--- src/design/ebpr_div_cell.sv ---
// One restoring-division cell: produces one quotient bit per cycle while en_i is high and hands it on.
`default_nettype none
module ebpr_div_cell #(
  parameter int unsigned RemW = 22,
  parameter int unsigned NumW = 52,
  parameter int unsigned QW   = 32,
  parameter int unsigned TagW = 8
) (
  input  wire logic            clk_i,
  input  wire logic            rst_ni,
  input  wire logic            en_i,
  input  wire logic            valid_i,
  input  wire logic [RemW-1:0] rem_i,
  input  wire logic [RemW-1:0] den_i,
  input  wire logic [NumW-1:0] num_i,
  input  wire logic [QW-1:0]   quo_i,
  input  wire logic [TagW-1:0] tag_i,
  output logic                 valid_o,
  output logic [RemW-1:0]      rem_o,
  output logic [RemW-1:0]      den_o,
  output logic [NumW-1:0]      num_o,
  output logic [QW-1:0]        quo_o,
  output logic [TagW-1:0]      tag_o
);
  logic [RemW:0] trial;
  logic [RemW:0] shifted;
  logic          fits;
  logic [RemW-1:0] rem_d;

  always_comb begin
    shifted = {rem_i, num_i[NumW-1]};
    trial   = shifted - {1'b0, den_i};
    fits    = !trial[RemW];
    rem_d   = fits ? trial[RemW-1:0] : shifted[RemW-1:0];
  end

  always_ff @(posedge clk_i or negedge rst_ni) begin
    if (!rst_ni) begin
      valid_o <= 1'b0;
    end else if (en_i) begin
      valid_o <= valid_i;
    end
  end

  // The quotient register keeps only its low QW bits as bits shift out the top.
  always_ff @(posedge clk_i) begin
    if (en_i) begin
      rem_o <= rem_d;
      den_o <= den_i;
      num_o <= {num_i[NumW-2:0], 1'b0};
      quo_o <= {quo_i[QW-2:0], fits};
      tag_o <= tag_i;
    end
  end
endmodule
`default_nettype wire

--- config.mk ---
export PLATFORM = sky130hd
export DESIGN_NAME = ebpr_div_cell
export DESIGN_NICKNAME = d
export VERILOG_FILES = /design/src/design/ebpr_div_cell.sv
export SDC_FILE = /design/constraint.sdc
export NUM_CORES = 1
export LEC_CHECK = 0
export ABC_AREA = 1
export BUFFER_PORTS_ARGS = -buffer_cell sky130_fd_sc_hd__buf_2
export CORE_MARGIN = 10
export CORE_UTILIZATION = 47
export CTS_CLUSTER_DIAMETER = 100
export DETAILED_ROUTE_END_ITERATION = 10
export HOLD_SLACK_MARGIN = 0.06
export PLACE_DENSITY = 0.91
export RECOVER_POWER = 25
export SLEW_MARGIN = 10
export SYNTH_ARGS = -nofsm -noshare
export SYNTH_HDL_FRONTEND = slang
export SYNTH_SLANG_ARGS = --single-unit
export TNS_END_PERCENT = 20
--- constraint.sdc ---
create_clock -name clk_i -period 0.85 [get_ports clk_i]
set_input_delay 0.085 -clock clk_i [delete_from_list [all_inputs] [get_ports clk_i]]
set_output_delay 0.085 -clock clk_i [all_outputs]
set_load 0.1 [all_outputs]
==> results.yml, run 1 <==
outcome:
  status: "aborted with a tool error"
  lastStage: "clock tree synthesis (4_1_cts)"
  error: "[ERROR DPL-0038] Utilization greater than 100%, impossible to legalize"
synthesis:
  yosysWarnings: 0
  synthArstFlopShare_pct: 0.735
  synthMuxAreaShare_pct: 0.182
  syn-cell-area_mm2: 0.00617
  synth_area_leaders: "edfxtp_1 (66%), nand2_1 (12%), inv_1 (6.4%), ha_1 (4.5%), nand3_1 (3.6%)"
  yosys.area_share.simple_pct: 19.7
  synthAdderAreaFrac_pct: 4.78
  synth_nets: 749
  synth_flop_cell: "edfxtp_1"
  syn_area_per_cell_um2: 10.5
  synth_cell_types: 22
  synth_top_area_share_pct: 65.7
  netlist_instances: 586
  ys_seq_area_share_pct: 66.1
  synth-edff-count: 135
  yosys.area_share.xor_xnor_pct: 0.851
  synth_top_area_cell: "edfxtp_1"
  ys_seq_elements: 136
  synth_top_family_by_area: "simple AND/OR/NAND/NOR gates"
  synth_compound_gate_area_share_pct: 1.05
placed_design:
  hpwl_um: 21600
  io_buffers: 274
  place_congestion: 0.957
floorplan:
  row_count: 41
  die_x_um: 135
  io_pins: 277
  start_util_pct: 48.5
  die_h_um: 135
clocking:
  cts.sinks: 136
  cts_max_path_buffers: 2
  clockRootBuffer: "clkbuf_16"
  cts_resized: 200
  numCtsBuffers: 17
  post-cts-setup-buffers: 17
  h-tree-depth: 4
  cts-hold-fix-buffers: 135
## synth_stat cells, drive strengths merged (4+ instances only)
cell	count
nand2	205
edfxtp	135
inv	105
nand3	45
nor2	34
ha	22
a21oi	13
buf	7
xor2	6
nand4	5
nand3b	4
## logic make-up after synthesis
logic type                 after synthesis
AOI/OAI and AO/OA                       13
xor gates and xnor gates                 6
adders and majority gates               23
buffers and inverters                  112
DFF                                    136
muxes                                    1
other                                    1
and+or+nand+nor                        294
## per-stage QoR
stage,area [um^2],utilization (%),std cells,worst slack [ns],TNS (ns)
after detailed placement,10500,82.9,1101,-1.26,-27.72
after global placement,10500,82.9,1101,-1.10,-24.11
after floorplan,6340,-,586,-0.768,-36.14
==> run 2: changes to the inputs <==
--- a/config.mk
+++ b/config.mk
@@ -8,11 +8,9 @@
 export ABC_AREA = 1
 export BUFFER_PORTS_ARGS = -buffer_cell sky130_fd_sc_hd__buf_2
 export CORE_MARGIN = 10
-export CORE_UTILIZATION = 47
-export CTS_CLUSTER_DIAMETER = 100
+export CORE_UTILIZATION = 40
 export DETAILED_ROUTE_END_ITERATION = 10
-export HOLD_SLACK_MARGIN = 0.06
-export PLACE_DENSITY = 0.91
+export PLACE_DENSITY_LB_ADDON = 0.15
 export RECOVER_POWER = 25
 export SLEW_MARGIN = 10
 export SYNTH_ARGS = -nofsm -noshare
==> run 2 against run 1 <==
Compared with the run above: the flow now finishes, with violations (negative setup slack); synthesized cell count stayed put; area after synthesis stayed put.
==> results.yml, run 2 <==
synthesis:
  synth_top_area_share_pct: 65.7
  ys_seq_area_share_pct: 66.1
  netlist_instances: 586
  synth_area_leaders: "edfxtp_1 (66%), nand2_1 (12%), inv_1 (6.4%), ha_1 (4.5%), nand3_1 (3.6%)"
  synth_commonest_cells: "nand2_1 (201), edfxtp_1 (135), inv_1 (105)"
  ys_seq_elements: 136
  yosysWarnings: 0
  syn-cell-area_mm2: 0.00617
  synth_flop_cell: "edfxtp_1"
  synthArstFlopShare_pct: 0.735
  syn_area_per_cell_um2: 10.5
  synth_top_area_cell: "edfxtp_1"
  synth_cell_types: 22
  yosysMostFrequentCell: "nand2_1"
  synth_nets: 749
  synth-edff-count: 135
worst_setup_path:
  worstReg2RegStart: "valid_o$_DFFE_PN0P_"
  path_class: "input pin to flop"
  cp_max_fo: 6
  crit_path_end_kind: "flop"
  setup.worst_path.start: "den_i[9]"
  cp.required_ns: 1.02
  arrival_ns: 1.64
  cp-start-kind: "input pin"
final_layout:
  finish.net_count: 1256
  largest_register: "num_o"
  synthToLayoutAreaGrowth_pct: 113
  fin_cells: 1298
  fin_area_mm2: 0.0132
  layout_common_cells: "nand2_1 (163), buf_12 (138), edfxtp_1 (135)"
  largest_reg_flops: 51
  top_regs: "num_o: 51 flops, quo_o: 32 flops"
  layout_commonest_cell: "nand2_1"
  layout-drive-gt1-share_pct: 47.4
  postLayoutCoreUtil_pct: 86.9
outcome:
  failed_checks: "negative setup slack"
  status: "finished with violations"
global_routing:
  grt_pass1_vias: 6644
  grt_usage_pct: 26.0
  grt_overflow_total: 0
  grt_pass1_wl_um: 40200
  antenna_found_initial: 5
  grt_max_degree: 49
run:
  drv_cap: 0
sta:
  clock_skew_ns: 0
  period_share_pct: 173
  holdWs_ns: 0.0283
  worst_slack_ns: -0.622
  fmax_ghz: 0.679
  final_hold_viol_count: 0
  setup_violations: 161
  slew_viol_final: 0
  fin_crit_ns: 1.47
  rsz0062_at_grt: "true"
detailed_routing:
  drtPass1Iterations: 5
  totalWireLength_um: 28500
  post_drt_wl_per_cell_um: 21.9
  drt_iter0_drc: 440
  num_vias: 6417
  ant_nets: 0
  drc: 0
  drt-vias-per-instance: 4.94
floorplan:
  row_count: 45
  die_h_um: 144
  core_region_area_mm2: 0.0151
  dieArea_mm2: 0.0208
  start_util_pct: 40.8
  io_pins: 277
  die_x_um: 144
clocking:
  cts_max_path_buffers: 2
  clockRootBuffer: "clkbuf_16"
  cts.clk_slew.worst_paths_ns: 0.06
  numCtsBuffers: 17
  h-tree-depth: 4
  tritoncts: "yes"
  cts.sinks: 136
  insertion_delay_ns: 0.42
pwr:
  vdd_drop_max_v: 0.00152
  finalPower_mw: 27.3
  cellLeakagePower_nw: 6.11
  powerDensity_mw_per_mm2: 2080
hold_path:
  hold_class: "input pin to flop"
  hp-start: "rem_i[19]"
placed_design:
  dpl_cell_area_mm2: 0.0106
  dp.cells: 1125
  place_congestion: 0.891
  hpwl_um: 18100
  io_buffers: 274
run 2: cell counts after synthesis:
Identical to the previous run, type by type.
run 2: cell type report:
type	instances	area, um^2
Antenna cell	4	10.0
Clock buffer	18	429
Clock inverter	14	186
Fill cell	675	1980
Inverter	105	412
Multi-Input combinational cell	338	2250
Sequential cell	136	4080
Tap cell	188	235
Timing Repair Buffer	495	5560
run 2: path summary, 6_finish.rpt:
| check | slack, ns | to | cells past startpoint |
|---|---|---|---|
| worst max-delay path | -0.62 | rem_o[9]$_DFFE_PP_ | 15 |
| worst min-delay path | 0.03 | rem_o[20]$_DFFE_PP_ | 3 |
| worst max register to register | -0.02 | valid_o$_DFFE_PN0P_ | 1 |
| worst min register to register | 0.60 | valid_o$_DFFE_PN0P_ | 1 |
| max in group asynchronous | 0.21 | valid_o$_DFFE_PN0P_ | 3 |
| min in group asynchronous | 0.52 | valid_o$_DFFE_PN0P_ | 3 |
run 2: metal layers:
metal | global-route usage [%] | share of wire [%]
met4 | 8.62 | 3.2
met2 | 48.4 | 54
met5 | 0 | 0.046
met3 | 8.10 | 7.8
met1 | 26.9 | 35
run 2: cells by family after synthesis:
kind of cell / share of synthesized area, %
AOI/OAI and AO/OA: 1.05
xor gates and xnor gates: 0.851
adders and majority gates: 4.78
buffers and inverters: 7.28
DFF: 66.1
muxes: 0.182
other: 0.0607
and+or+nand+nor: 19.7
run 2: worst max-delay path: stages:
cell and delay, ns:
buf_2 0.11, inv_2 0.07, ha_4 0.22, nand2_2 0.08
nand2_2 0.07, inv_1 0.06, nand2_1 0.06, nand2_1 0.07
nand2_2 0.08, nand2_4 0.10, buf_6 0.10, nand4_4 0.17
clkbuf_16 0.23, nand3_2 0.06, nand2_1 0.06
run 2: timing repair:
action                                 4_1_cts  5_1_grt
setup endpoints to repair                  160      160
hold buffers                               123        2
cloned                                       2        1
buffers inserted                             7        2
pin swaps                                   11       65
resized for setup                           65       86
endpoints found under the hold margin      123        2
run 2: stage by stage:
| stage | setup slack [ns] | TNS [ns] |
|---|---|---|
| final | -0.622 | -51.29 |
| after global routing | -0.698 | -55.76 |
| after CTS | -0.549 | -50.64 |
| after detailed placement | -1.11 | -24.88 |
| after global placement | -1.04 | -23.66 |
| after floorplan | -0.768 | -36.14 |
run 2: report_power, final:
group | total (mW) | switching (mW) | internal (mW)
combinational | 10.8 | 6.69 | 4.11
clock | 7.87 | 3.17 | 4.70
sequential | 8.68 | 0.539 | 8.14
total | 27.3 | 10.4 | 16.9
Note: power is estimated with default switching activity, not from simulation.
